[config.mk]
export PLATFORM = sky130hd
export DESIGN_NAME = midpoint_ellipse_rasterizer_unit_flat
export DESIGN_NICKNAME = d
export VERILOG_FILES = /design/src/rtl/mer_pkg.sv /design/src/rtl/mer_req_if.sv /design/src/rtl/mer_rsp_if.sv /design/src/rtl/midpoint_ellipse_rasterizer_unit.sv /design/src/rtl/mer_ctrl.sv /design/src/rtl/mer_dp.sv /design/src/flat_wrapper.sv
export SDC_FILE = /design/constraint.sdc
export NUM_CORES = 2
export LEC_CHECK = 0
export BUFFER_PORTS_ARGS = -buffer_cell sky130_fd_sc_hd__buf_4
export CORE_ASPECT_RATIO = 0.75
export CORE_UTILIZATION = 59
export CTS_BUF_LIST = sky130_fd_sc_hd__clkbuf_16
export CTS_CLUSTER_DIAMETER = 30
export DETAILED_ROUTE_END_ITERATION = 12
export PLACE_DENSITY = 0.86
export SETUP_SLACK_MARGIN = 0.15
export SYNTH_ARGS = -nofsm -noshare
export SYNTH_HDL_FRONTEND = slang
export SYNTH_SLANG_ARGS = --single-unit
[constraint.sdc]
create_clock -name clock -period 9.65 [get_ports clock]
set_input_delay 0.4825 -clock clock [delete_from_list [all_inputs] [get_ports clock]]
set_output_delay 0.4825 -clock clock [all_outputs]
set_load 0.005 [all_outputs]
[src/rtl/mer_pkg.sv]
// Types, widths and command/status structs of the ellipse rasterizer.
// No dependencies; used by every other file of the block but assert_macros.svh.
package mer_pkg;

   localparam int COORD_WIDTH  = 12;
   localparam int RADIUS_WIDTH = 10;
   localparam int PIX_WIDTH    = COORD_WIDTH + 1;
   localparam int STEP_WIDTH   = RADIUS_WIDTH + 2;
   localparam int SQ_WIDTH     = 2 * RADIUS_WIDTH;
   localparam int OPA_WIDTH    = SQ_WIDTH + 1;
   localparam int OPB_WIDTH    = RADIUS_WIDTH + 4;
   localparam int PROD_WIDTH   = OPA_WIDTH + OPB_WIDTH;
   localparam int DEC_WIDTH    = PROD_WIDTH + 3;
   localparam int SUM_WIDTH    =
      ((COORD_WIDTH > STEP_WIDTH) ? COORD_WIDTH : STEP_WIDTH) + 1;

   localparam logic [1:0] QUAD_LAST = 2'b11;

   typedef enum logic [0:0] {
      CMD_START = 1'b0,
      CMD_STEP  = 1'b1
   } command_type;

   typedef enum logic [1:0] {
      REGION_IDLE,
      REGION_ONE,
      REGION_TWO
   } region_type;

   typedef enum logic [2:0] {
      MUL_AA,
      MUL_BB,
      MUL_VW,
      MUL_UU,
      MUL_VV,
      MUL_U2,
      MUL_V1
   } mul_sel_type;

   typedef enum logic [1:0] {
      OUT_NONE,
      OUT_PIXEL,
      OUT_FINISH
   } out_kind_type;

   typedef enum logic [3:0] {
      ST_IDLE,
      ST_SQ_A,
      ST_SQ_B,
      ST_SQ_C,
      ST_INIT_M,
      ST_INIT_D,
      ST_TEST_U,
      ST_TEST_V,
      ST_TEST_C,
      ST_INC_1,
      ST_INC_2,
      ST_ENTER_TWO,
      ST_EMIT,
      ST_FIN
   } state_type;

   typedef struct packed {
      logic         take_req;
      mul_sel_type  mul_sel;
      logic         load_a_sq;
      logic         load_b_sq;
      logic         load_t;
      logic         load_neg;
      logic         init_dec;
      logic         add_inc;
      logic         add_corr;
      logic         enter_two;
      logic         set_idle;
      out_kind_type out_kind;
      logic [1:0]   quad;
   } dp_cmd_type;

   typedef struct packed {
      logic       is_start;
      logic       bad_radius;
      region_type region;
      logic       test_pass;
      logic       out_free;
   } dp_status_type;

endpackage

[src/rtl/mer_req_if.sv]
// Request channel: valid/ready handshake carrying one command beat.
// Depends on mer_pkg for field widths.
interface mer_req_if;
   import mer_pkg::*;

   logic                           valid;
   logic                           ready;
   logic                           command;
   logic signed [COORD_WIDTH-1:0]  center_x;
   logic signed [COORD_WIDTH-1:0]  center_y;
   logic        [RADIUS_WIDTH-1:0] radius_a;
   logic        [RADIUS_WIDTH-1:0] radius_b;

   modport source (output valid, command, center_x, center_y, radius_a, radius_b,
                   input ready);
   modport sink   (input valid, command, center_x, center_y, radius_a, radius_b,
                   output ready);
endinterface

[src/rtl/mer_rsp_if.sv]
// Response channel: valid/ready handshake carrying one pixel or status beat.
// Depends on mer_pkg for field widths.
interface mer_rsp_if;
   import mer_pkg::*;

   logic                        valid;
   logic                        ready;
   logic signed [PIX_WIDTH-1:0] pixel_x;
   logic signed [PIX_WIDTH-1:0] pixel_y;
   logic                        pixel_valid;
   logic                        last_of_run;
   logic                        finished;
   logic                        bad_radius;

   modport source (output valid, pixel_x, pixel_y, pixel_valid, last_of_run,
                   finished, bad_radius, input ready);
   modport sink   (input valid, pixel_x, pixel_y, pixel_valid, last_of_run,
                   finished, bad_radius, output ready);
endinterface

[src/rtl/midpoint_ellipse_rasterizer_unit.sv]
// Midpoint ellipse rasterizer: one command beat in, one to four beats out.
// Start: a finished beat if a radius is zero, else pixels once the radii are
// squared and the decision set up, one beat a cycle while the output is free;
// next command taken after the last beat. Step: a decision test and update, a
// switch to region two, or a finished beat; one shared 21x14 multiplier.
// Reset (synchronous, active high) idles the sequencer and empties the output.
module midpoint_ellipse_rasterizer_unit (
   input  logic      clock,
   input  logic      reset,
   mer_req_if.sink   req_bus,
   mer_rsp_if.source rsp_bus
);
   import mer_pkg::*;

   dp_cmd_type    cmd;
   dp_status_type status;

   mer_ctrl u_ctrl (
      .clock     (clock),
      .reset     (reset),
      .req_valid (req_bus.valid),
      .req_ready (req_bus.ready),
      .status    (status),
      .cmd       (cmd)
   );

   mer_dp u_dp (
      .clock           (clock),
      .reset           (reset),
      .cmd             (cmd),
      .status          (status),
      .req_command     (req_bus.command),
      .req_center_x    (req_bus.center_x),
      .req_center_y    (req_bus.center_y),
      .req_radius_a    (req_bus.radius_a),
      .req_radius_b    (req_bus.radius_b),
      .rsp_valid       (rsp_bus.valid),
      .rsp_ready       (rsp_bus.ready),
      .rsp_pixel_x     (rsp_bus.pixel_x),
      .rsp_pixel_y     (rsp_bus.pixel_y),
      .rsp_pixel_valid (rsp_bus.pixel_valid),
      .rsp_last_of_run (rsp_bus.last_of_run),
      .rsp_finished    (rsp_bus.finished),
      .rsp_bad_radius  (rsp_bus.bad_radius)
   );

endmodule

[src/rtl/mer_ctrl.sv]
// Sequencer of the ellipse rasterizer: walks the multiply/update steps
// and the four output beats. Depends on mer_pkg.
module mer_ctrl (
   input  logic                   clock,
   input  logic                   reset,
   input  logic                   req_valid,
   output logic                   req_ready,
   input  mer_pkg::dp_status_type status,
   output mer_pkg::dp_cmd_type    cmd
);
   import mer_pkg::*;

   state_type  state_ff;
   state_type  state_in;
   logic [1:0] quad_ff;
   logic [1:0] quad_in;

   always_ff @(posedge clock) begin
      if (reset) begin
         state_ff <= ST_IDLE;
         quad_ff  <= '0;
      end else begin
         state_ff <= state_in;
         quad_ff  <= quad_in;
      end
   end

   // next state
   always_comb begin
      state_in = state_ff;
      quad_in  = '0;
      case (state_ff)
         ST_IDLE: begin
            if (req_valid) begin
               if (status.is_start) begin
                  state_in = status.bad_radius ? ST_FIN : ST_SQ_A;
               end else if (status.region == REGION_IDLE) begin
                  state_in = ST_FIN;
               end else begin
                  state_in = ST_TEST_U;
               end
            end
         end
         ST_SQ_A:      state_in = ST_SQ_B;
         ST_SQ_B:      state_in = ST_SQ_C;
         ST_SQ_C:      state_in = ST_INIT_M;
         ST_INIT_M:    state_in = ST_INIT_D;
         ST_INIT_D:    state_in = ST_EMIT;
         ST_TEST_U:    state_in = ST_TEST_V;
         ST_TEST_V:    state_in = ST_TEST_C;
         ST_TEST_C: begin
            if (status.test_pass) begin
               state_in = ST_INC_1;
            end else if (status.region == REGION_ONE) begin
               state_in = ST_ENTER_TWO;
            end else begin
               state_in = ST_FIN;
            end
         end
         ST_INC_1:     state_in = ST_INC_2;
         ST_INC_2:     state_in = ST_EMIT;
         ST_ENTER_TWO: state_in = ST_INIT_M;
         ST_EMIT: begin
            quad_in = quad_ff;
            if (status.out_free) begin
               quad_in = quad_ff + 2'd1;
               if (quad_ff == QUAD_LAST) begin
                  state_in = ST_IDLE;
               end
            end
         end
         ST_FIN: begin
            if (status.out_free) begin
               state_in = ST_IDLE;
            end
         end
         default:      state_in = ST_IDLE;
      endcase
   end

   // outputs
   always_comb begin
      cmd       = '0;
      req_ready = 1'b0;
      cmd.quad  = quad_ff;
      case (state_ff)
         ST_IDLE: begin
            req_ready    = 1'b1;
            cmd.take_req = req_valid;
         end
         ST_SQ_A: cmd.mul_sel = MUL_AA;
         ST_SQ_B: begin
            cmd.mul_sel   = MUL_BB;
            cmd.load_a_sq = 1'b1;
         end
         ST_SQ_C:   cmd.load_b_sq = 1'b1;
         ST_INIT_M: cmd.mul_sel = MUL_VW;
         ST_INIT_D: cmd.init_dec = 1'b1;
         ST_TEST_U: cmd.mul_sel = MUL_UU;
         ST_TEST_V: begin
            cmd.mul_sel = MUL_VV;
            cmd.load_t  = 1'b1;
         end
         ST_TEST_C: begin
            cmd.mul_sel  = MUL_U2;
            cmd.load_neg = 1'b1;
         end
         ST_INC_1: begin
            cmd.mul_sel = MUL_V1;
            cmd.add_inc = 1'b1;
         end
         ST_INC_2:     cmd.add_corr = 1'b1;
         ST_ENTER_TWO: cmd.enter_two = 1'b1;
         ST_EMIT: begin
            cmd.out_kind = status.out_free ? OUT_PIXEL : OUT_NONE;
         end
         ST_FIN: begin
            cmd.out_kind = status.out_free ? OUT_FINISH : OUT_NONE;
            cmd.set_idle = status.out_free;
         end
         default: cmd = '0;
      endcase
   end

endmodule

[src/rtl/mer_dp.sv]
// Datapath of the ellipse rasterizer: held ellipse, shared multiplier,
// decision accumulator and the response register. Depends on mer_pkg.
module mer_dp (
   input  logic                                 clock,
   input  logic                                 reset,
   input  mer_pkg::dp_cmd_type                  cmd,
   output mer_pkg::dp_status_type               status,
   input  logic                                 req_command,
   input  logic signed [mer_pkg::COORD_WIDTH-1:0]  req_center_x,
   input  logic signed [mer_pkg::COORD_WIDTH-1:0]  req_center_y,
   input  logic        [mer_pkg::RADIUS_WIDTH-1:0] req_radius_a,
   input  logic        [mer_pkg::RADIUS_WIDTH-1:0] req_radius_b,
   output logic                                 rsp_valid,
   input  logic                                 rsp_ready,
   output logic signed [mer_pkg::PIX_WIDTH-1:0] rsp_pixel_x,
   output logic signed [mer_pkg::PIX_WIDTH-1:0] rsp_pixel_y,
   output logic                                 rsp_pixel_valid,
   output logic                                 rsp_last_of_run,
   output logic                                 rsp_finished,
   output logic                                 rsp_bad_radius
);
   import mer_pkg::*;

   logic signed [COORD_WIDTH-1:0]  cx_ff, cx_in, cy_ff, cy_in;
   logic        [RADIUS_WIDTH-1:0] ra_ff, ra_in, rb_ff, rb_in;
   logic        [SQ_WIDTH-1:0]     a_sq_ff, a_sq_in, b_sq_ff, b_sq_in;
   logic signed [STEP_WIDTH-1:0]   x_ff, x_in, y_ff, y_in;
   logic signed [DEC_WIDTH-1:0]    dec_ff, dec_in;
   region_type                     region_ff, region_in;
   logic signed [PROD_WIDTH-1:0]   prod_ff, prod_in, t_ff, t_in;
   logic                           neg_ff, neg_in, bad_ff, bad_in;

   logic                           rsp_valid_ff, rsp_valid_in;
   logic signed [PIX_WIDTH-1:0]    px_ff, px_in, py_ff, py_in;
   logic                           pv_ff, pv_in, last_ff, last_in;
   logic                           fin_ff, fin_in, badr_ff, badr_in;

   logic                           in_two, start_cmd, bad_req;
   logic signed [STEP_WIDTH-1:0]   u_val, v_val;
   logic        [SQ_WIDTH-1:0]     u_sq, v_sq;
   logic        [RADIUS_WIDTH-1:0] w_rad;
   logic signed [OPA_WIDTH-1:0]    opa;
   logic signed [OPB_WIDTH-1:0]    opb;
   logic signed [DEC_WIDTH-1:0]    u_sq_d, v_sq_d, prod_d;
   logic signed [SUM_WIDTH-1:0]    cx_s, cy_s, x_s, y_s, px_sum, py_sum;

   always_ff @(posedge clock) begin
      if (reset) begin
         region_ff    <= REGION_IDLE;
         rsp_valid_ff <= 1'b0;
      end else begin
         region_ff    <= region_in;
         rsp_valid_ff <= rsp_valid_in;
      end
   end

   always_ff @(posedge clock) begin
      cx_ff   <= cx_in;
      cy_ff   <= cy_in;
      ra_ff   <= ra_in;
      rb_ff   <= rb_in;
      a_sq_ff <= a_sq_in;
      b_sq_ff <= b_sq_in;
      x_ff    <= x_in;
      y_ff    <= y_in;
      dec_ff  <= dec_in;
      prod_ff <= prod_in;
      t_ff    <= t_in;
      neg_ff  <= neg_in;
      bad_ff  <= bad_in;
      px_ff   <= px_in;
      py_ff   <= py_in;
      pv_ff   <= pv_in;
      last_ff <= last_in;
      fin_ff  <= fin_in;
      badr_ff <= badr_in;
   end

   // Region two swaps the roles of the axes: u steps up, v steps down.
   assign in_two    = (region_ff == REGION_TWO);
   assign u_val     = in_two ? y_ff : x_ff;
   assign v_val     = in_two ? x_ff : y_ff;
   assign u_sq      = in_two ? a_sq_ff : b_sq_ff;
   assign v_sq      = in_two ? b_sq_ff : a_sq_ff;
   assign w_rad     = in_two ? ra_ff : rb_ff;
   assign start_cmd = (req_command == CMD_START);
   assign bad_req   = (req_radius_a == '0) || (req_radius_b == '0);

   always_comb begin
      case (cmd.mul_sel)
         MUL_AA: begin
            opa = OPA_WIDTH'(ra_ff);
            opb = OPB_WIDTH'(ra_ff);
         end
         MUL_BB: begin
            opa = OPA_WIDTH'(rb_ff);
            opb = OPB_WIDTH'(rb_ff);
         end
         MUL_VW: begin
            opa = OPA_WIDTH'(v_sq);
            opb = OPB_WIDTH'(w_rad);
         end
         MUL_UU: begin
            opa = OPA_WIDTH'(u_sq);
            opb = OPB_WIDTH'(u_val);
         end
         MUL_VV: begin
            opa = OPA_WIDTH'(v_sq);
            opb = OPB_WIDTH'(v_val);
         end
         MUL_U2: begin
            opa = OPA_WIDTH'(u_sq);
            opb = (OPB_WIDTH'(u_val) <<< 1) + OPB_WIDTH'(3);
         end
         MUL_V1: begin
            opa = OPA_WIDTH'(v_sq);
            opb = OPB_WIDTH'(1) - OPB_WIDTH'(v_val);
         end
         default: begin
            opa = '0;
            opb = '0;
         end
      endcase
   end

   assign prod_in = opa * opb;
   assign u_sq_d  = DEC_WIDTH'(u_sq);
   assign v_sq_d  = DEC_WIDTH'(v_sq);
   assign prod_d  = DEC_WIDTH'(prod_ff);

   always_comb begin
      status.is_start   = start_cmd;
      status.bad_radius = bad_req;
      status.region     = region_ff;
      status.test_pass  = in_two ? (t_ff < prod_ff) : (t_ff <= prod_ff);
      status.out_free   = !rsp_valid_ff || rsp_ready;
   end

   // ellipse state
   always_comb begin
      cx_in     = cx_ff;
      cy_in     = cy_ff;
      ra_in     = ra_ff;
      rb_in     = rb_ff;
      a_sq_in   = cmd.load_a_sq ? SQ_WIDTH'(prod_ff) : a_sq_ff;
      b_sq_in   = cmd.load_b_sq ? SQ_WIDTH'(prod_ff) : b_sq_ff;
      x_in      = x_ff;
      y_in      = y_ff;
      dec_in    = dec_ff;
      region_in = region_ff;
      t_in      = cmd.load_t ? prod_ff : t_ff;
      neg_in    = cmd.load_neg ? dec_ff[DEC_WIDTH-1] : neg_ff;
      bad_in    = bad_ff;
      if (cmd.take_req) begin
         bad_in = start_cmd && bad_req;
         if (start_cmd) begin
            cx_in     = req_center_x;
            cy_in     = req_center_y;
            ra_in     = req_radius_a;
            rb_in     = req_radius_b;
            x_in      = '0;
            y_in      = STEP_WIDTH'(req_radius_b);
            region_in = bad_req ? REGION_IDLE : REGION_ONE;
         end
      end
      if (cmd.init_dec) begin
         dec_in = (u_sq_d <<< 1) - (prod_d <<< 1) + v_sq_d;
      end
      if (cmd.add_inc) begin
         dec_in = dec_ff + (prod_d <<< 1);
      end
      if (cmd.add_corr) begin
         if (!neg_ff) begin
            dec_in = dec_ff + (prod_d <<< 2);
         end
         if (in_two) begin
            y_in = y_ff + STEP_WIDTH'(1);
            if (!neg_ff) begin
               x_in = x_ff - STEP_WIDTH'(1);
            end
         end else begin
            x_in = x_ff + STEP_WIDTH'(1);
            if (!neg_ff) begin
               y_in = y_ff - STEP_WIDTH'(1);
            end
         end
      end
      if (cmd.enter_two) begin
         region_in = REGION_TWO;
         x_in      = STEP_WIDTH'(ra_ff);
         y_in      = '0;
      end
      if (cmd.set_idle) begin
         region_in = REGION_IDLE;
      end
   end

   // quad bit 0 mirrors x, bit 1 mirrors y
   assign cx_s   = SUM_WIDTH'(cx_ff);
   assign cy_s   = SUM_WIDTH'(cy_ff);
   assign x_s    = SUM_WIDTH'(x_ff);
   assign y_s    = SUM_WIDTH'(y_ff);
   assign px_sum = cmd.quad[0] ? (cx_s - x_s) : (cx_s + x_s);
   assign py_sum = cmd.quad[1] ? (cy_s - y_s) : (cy_s + y_s);

   // response register
   always_comb begin
      rsp_valid_in = rsp_valid_ff && !rsp_ready;
      px_in        = px_ff;
      py_in        = py_ff;
      pv_in        = pv_ff;
      last_in      = last_ff;
      fin_in       = fin_ff;
      badr_in      = badr_ff;
      case (cmd.out_kind)
         OUT_PIXEL: begin
            rsp_valid_in = 1'b1;
            px_in        = px_sum[PIX_WIDTH-1:0];
            py_in        = py_sum[PIX_WIDTH-1:0];
            pv_in        = 1'b1;
            last_in      = (cmd.quad == QUAD_LAST);
            fin_in       = 1'b0;
            badr_in      = 1'b0;
         end
         OUT_FINISH: begin
            rsp_valid_in = 1'b1;
            px_in        = '0;
            py_in        = '0;
            pv_in        = 1'b0;
            last_in      = 1'b1;
            fin_in       = 1'b1;
            badr_in      = bad_ff;
         end
         default: begin
            rsp_valid_in = rsp_valid_ff && !rsp_ready;
         end
      endcase
   end

   assign rsp_valid       = rsp_valid_ff;
   assign rsp_pixel_x     = px_ff;
   assign rsp_pixel_y     = py_ff;
   assign rsp_pixel_valid = pv_ff;
   assign rsp_last_of_run = last_ff;
   assign rsp_finished    = fin_ff;
   assign rsp_bad_radius  = badr_ff;

endmodule

[src/flat_wrapper.sv]
// flat-port wrapper written by rule: the top's interface ports become plain ports
module midpoint_ellipse_rasterizer_unit_flat import mer_pkg::*;
  (clock, reset, req_bus_valid, req_bus_command, req_bus_center_x, req_bus_center_y, req_bus_radius_a, req_bus_radius_b, req_bus_ready, rsp_bus_valid, rsp_bus_pixel_x, rsp_bus_pixel_y, rsp_bus_pixel_valid, rsp_bus_last_of_run, rsp_bus_finished, rsp_bus_bad_radius, rsp_bus_ready);
  mer_req_if req_bus_i ();
  mer_rsp_if rsp_bus_i ();
  input  logic clock;
  input  logic reset;
  input wire logic [$bits(req_bus_i.valid)-1:0] req_bus_valid;
  input wire logic [$bits(req_bus_i.command)-1:0] req_bus_command;
  input wire logic [$bits(req_bus_i.center_x)-1:0] req_bus_center_x;
  input wire logic [$bits(req_bus_i.center_y)-1:0] req_bus_center_y;
  input wire logic [$bits(req_bus_i.radius_a)-1:0] req_bus_radius_a;
  input wire logic [$bits(req_bus_i.radius_b)-1:0] req_bus_radius_b;
  output wire logic [$bits(req_bus_i.ready)-1:0] req_bus_ready;
  output wire logic [$bits(rsp_bus_i.valid)-1:0] rsp_bus_valid;
  output wire logic [$bits(rsp_bus_i.pixel_x)-1:0] rsp_bus_pixel_x;
  output wire logic [$bits(rsp_bus_i.pixel_y)-1:0] rsp_bus_pixel_y;
  output wire logic [$bits(rsp_bus_i.pixel_valid)-1:0] rsp_bus_pixel_valid;
  output wire logic [$bits(rsp_bus_i.last_of_run)-1:0] rsp_bus_last_of_run;
  output wire logic [$bits(rsp_bus_i.finished)-1:0] rsp_bus_finished;
  output wire logic [$bits(rsp_bus_i.bad_radius)-1:0] rsp_bus_bad_radius;
  input wire logic [$bits(rsp_bus_i.ready)-1:0] rsp_bus_ready;
  assign req_bus_i.valid = req_bus_valid;
  assign req_bus_i.command = req_bus_command;
  assign req_bus_i.center_x = req_bus_center_x;
  assign req_bus_i.center_y = req_bus_center_y;
  assign req_bus_i.radius_a = req_bus_radius_a;
  assign req_bus_i.radius_b = req_bus_radius_b;
  assign req_bus_ready = req_bus_i.ready;
  assign rsp_bus_valid = rsp_bus_i.valid;
  assign rsp_bus_pixel_x = rsp_bus_i.pixel_x;
  assign rsp_bus_pixel_y = rsp_bus_i.pixel_y;
  assign rsp_bus_pixel_valid = rsp_bus_i.pixel_valid;
  assign rsp_bus_last_of_run = rsp_bus_i.last_of_run;
  assign rsp_bus_finished = rsp_bus_i.finished;
  assign rsp_bus_bad_radius = rsp_bus_i.bad_radius;
  assign rsp_bus_i.ready = rsp_bus_ready;
  midpoint_ellipse_rasterizer_unit u_core (.clock(clock), .reset(reset), .req_bus(req_bus_i), .rsp_bus(rsp_bus_i));
endmodule
==> out/results.md <==
## Final layout
- final layout net count: 3821
- area occupied by multi-input gates: 19410 um^2
- sequential cell area: 6646 um^2
- final design utilization: 66.34%
- cell area after layout: 30760 um^2
- Area growth syn-to-layout: 10.10%
- fraction of final layout cells sized beyond drive strength 1: 8.204%
- Layout fillers: 3630
- antenna diode instance count: 0
- count of placed standard cells in the final layout, fillers left out: 3921

## Clock network
- clock latency of the later-clocked register in the worst-skew pair: 0.57 ns
- clock-pin slew on the worst setup and hold paths: 0.06 ns
- hold buffers post-CTS: 0
- buffers from clock root to sink, at most: 3
- depth of the CTS H-tree: 2
- number of clock buffers inserted by TritonCTS: 41
- number of sinks handled by clock tree synthesis: 256
- TritonCTS clock tree: built
- cell at the root of the clock tree: sky130_fd_sc_hd__clkbuf_16

## Drt
- DRC violation count after routing: 0
- Pre-Repair DR Iteration Count: 6
- routed len/inst: 20.12 um
- count of routing violations after the opening detailed-route iteration: 2900
- Total Routed Length: 78.87 mm
- remaining antenna violation count after routing: 0
- number of vias after detailed routing: 24440
- average via count per standard cell: 6.234

## Place
- standard cell area after detailed placement: 29320 um^2
- placed cell count: 3843
- input/output buffers: 80
- final weighted congestion in routability-driven placement: 1.029
- DPL Wire Length: 59.75 mm

## GRT
- Global Route Usage Sum: 32.96%
- vias in the first global route: 23810
- first-pass GRT wire length: 125.5 mm
- initial antenna violation count: 1
- pin count of the biggest net entering global routing: 55
- residual overflow from global routing: 0

## Timing
- Clock Skew: 0.02674 ns
- pin slew with the least headroom to its limit: 1.143 ns
- final sum of negative setup slack: 0 ns
- final max-slew violation count: 0
- achievable clock frequency: 0.1098 GHz
- RSZ-0062 raised after global routing: no
- post-layout min period: 9.107 ns
- Final setup viols: 0
- hold violation total from the final report: 0
- crit share post-route: 94.38%
- slew margin rel.: 21.84%

## Logic synthesis
- cell area after synthesis: 27940 um^2
- Netlist cell types: 80
- Post-Syn Nets: 3767
- share of synthesized area occupied by flip-flops and latches: 23.79%
- Syn Area/Cell: 8.720 um^2
- Post-Synthesis Cells: 3204
- Post-synth EDFFs: 152
- synthesis-stage register bit count: 256
- FFs w/ async S/R, synth: 0%
- top flip-flop cell by instance count after synthesis: sky130_fd_sc_hd__edfxtp_1
- number of warning messages in the yosys log: 0

## Critical path
- startpoint of the lowest-slack register-to-register path: u_core.u_dp.region_ff[0]
- required time worst endpoint: 10.08 ns
- flop2flop setup slack: 0.54 ns
- cells on worst reg2reg path: 30
- Worst setup SP type: flip-flop
- cell family contributing the most delay on the critical path: adder cells
- worst stage delay on the critical path: 0.56 ns
- arrival time reported for the critical path endpoint: 9.54 ns
- Critical Path Sink Type: flip-flop
- Critical Setup Path Class: reg2reg
- biggest fanout along the worst timing path: 16
- CP most frequent cell: sky130_fd_sc_hd__fa_1
- Max stage delay cell, worst path: sky130_fd_sc_hd__dfxtp_1
- critical path buffer and inverter count: 3
- capture point of the worst reg-to-reg path: u_core.u_dp.prod_ff[34]
- launch point of the worst path: u_core.u_dp.region_ff[0]

## Die
- Floorplan Core Area: 46370 um^2
- y dimension of the die: 190.5 um
- area enclosed by the die boundary: 48240 um^2
- num ports: 81
- horizontal extent of the die: 253.3 um
- standard-cell row count: 68
- starting density of the core: 60.25%

## Job
- number of max-cap violations: 0

## Run status
- result of the run: completed

## Hold path
- Worst Hold Path Cells: 1
- Tightest Hold Check Type: in2reg
- capture endpoint of the worst hold path: u_core.u_dp.cx_ff[2]
- worst hold path startpoint: req_bus_center_x[2]

## flip-flops by register name, indices dropped and copies added (netlist names), 13 cells and up
name	cells
u_core.u_dp.a_sq_ff	20
u_core.u_dp.b_sq_ff	20
u_core.u_dp.dec_ff	37
u_core.u_dp.prod_ff	35
u_core.u_dp.rsp_pixel_x	13
u_core.u_dp.rsp_pixel_y	13
u_core.u_dp.t_ff	35
## layer usage
layer	routed length, um	GRT usage, %
met5	0	0
met3	8386	6.675
met1	32200	45.10
met2	35320	51.94
met4	2969	11.70
## logic make-up after synthesis
family / Yosys count / synth area share [%]
compound gates: 713 / 16.63
xor+xnor: 166 / 5.231
fa+ha+maj: 514 / 29.41
buf+inv: 520 / 7.089
flops: 256 / 23.79
mux: 65 / 2.342
simple gates: 970 / 15.50
## cell type report
class / instances / share of cell area, %
Clock buffer: 41 / 3.335
Clock inverter: 35 / 1.265
Inverter: 392 / 4.783
Multi-Input combinational cell: 2430 / 63.10
Sequential cell: 256 / 21.61
Tap cell: 630 / 2.563
Timing Repair Buffer: 137 / 3.344
## worst max-delay path by stage
| stage | to | depth (start not counted) | slack, ns |
|---|---|---|---|
| floorplan | u_core.u_dp.prod_ff[34] | 32 | 1.22 |
| CTS | u_core.u_dp.prod_ff[34] | 28 | 0.62 |
| global route | u_core.u_dp.prod_ff[34] | 30 | 0.17 |
| detailed placement | u_core.u_dp.prod_ff[34] | 28 | 0.67 |
| global placement | u_core.u_dp.prod_ff[34] | 28 | 0.87 |
| finish | u_core.u_dp.prod_ff[34] | 30 | 0.54 |
## synth_stat cells (14+ instances only)
cell type,count,share of area (%)
sky130_fd_sc_hd__o211ai_1,14,0.38
sky130_fd_sc_hd__nand2b_1,38,0.85
sky130_fd_sc_hd__inv_1,390,5.2
sky130_fd_sc_hd__nor4_1,14,0.31
sky130_fd_sc_hd__clkbuf_1,97,1.3
sky130_fd_sc_hd__mux2i_1,62,2.2
sky130_fd_sc_hd__a31oi_1,21,0.47
sky130_fd_sc_hd__dfxtp_1,104,7.5
sky130_fd_sc_hd__or3_1,16,0.36
sky130_fd_sc_hd__a21boi_0,14,0.38
sky130_fd_sc_hd__nor3_1,58,1.0
sky130_fd_sc_hd__nor2_1,324,4.4
sky130_fd_sc_hd__o31ai_1,17,0.46
sky130_fd_sc_hd__a21o_1,68,1.8
sky130_fd_sc_hd__nand2_1,334,4.5
sky130_fd_sc_hd__fa_1,238,17
sky130_fd_sc_hd__or2_2,21,0.47
sky130_fd_sc_hd__nand4_1,21,0.47
sky130_fd_sc_hd__xnor2_1,106,3.3
sky130_fd_sc_hd__a211oi_1,32,0.86
sky130_fd_sc_hd__buf_2,16,0.29
sky130_fd_sc_hd__xor2_1,59,1.8
sky130_fd_sc_hd__nand3_1,57,1.0
sky130_fd_sc_hd__o21a_1,26,0.70
sky130_fd_sc_hd__o21ai_0,142,2.5
sky130_fd_sc_hd__o22ai_1,27,0.60
sky130_fd_sc_hd__edfxtp_1,152,16
sky130_fd_sc_hd__and3_1,18,0.40
sky130_fd_sc_hd__a221oi_1,17,0.53
sky130_fd_sc_hd__a21oi_1,195,3.5
sky130_fd_sc_hd__nor2b_1,29,0.65
sky130_fd_sc_hd__ha_1,276,12
## through the flow
stage               hold WS [ns]  worst slack (ns)
CTS                      0.07673            0.6196
global route             0.07592            0.1704
global placement          0.5177            0.8686
detailed placement        0.5161            0.6685
finish                   0.08824            0.5425
floorplan                 0.4591             1.220
## cells in the final DEF (no fill, tap or decap), types with 26 or more instances in the layout
master / n
sky130_fd_sc_hd__o21a_1: 26
sky130_fd_sc_hd__ha_1: 276
sky130_fd_sc_hd__nand2b_1: 37
sky130_fd_sc_hd__nor2_1: 321
sky130_fd_sc_hd__a21oi_1: 195
sky130_fd_sc_hd__xnor2_1: 106
sky130_fd_sc_hd__o22ai_1: 27
sky130_fd_sc_hd__xor2_1: 59
sky130_fd_sc_hd__o21ai_0: 141
sky130_fd_sc_hd__a21o_1: 68
sky130_fd_sc_hd__dfxtp_1: 104
sky130_fd_sc_hd__clkbuf_16: 41
sky130_fd_sc_hd__edfxtp_1: 152
sky130_fd_sc_hd__buf_4: 137
sky130_fd_sc_hd__nand3_1: 56
sky130_fd_sc_hd__inv_1: 389
sky130_fd_sc_hd__nor2b_1: 28
sky130_fd_sc_hd__a211oi_1: 31
sky130_fd_sc_hd__nor3_1: 54
sky130_fd_sc_hd__fa_1: 238
sky130_fd_sc_hd__mux2i_1: 62
sky130_fd_sc_hd__nand2_1: 334
## repair_timing
item / CTS / global route
setup buffers: 0 / 0
setup endpoints to repair: 0 / 2
resized for setup: 0 / 2
Power is not shown: default switching activity piles up to over one toggle a cycle in this logic, so the estimate is an artifact.
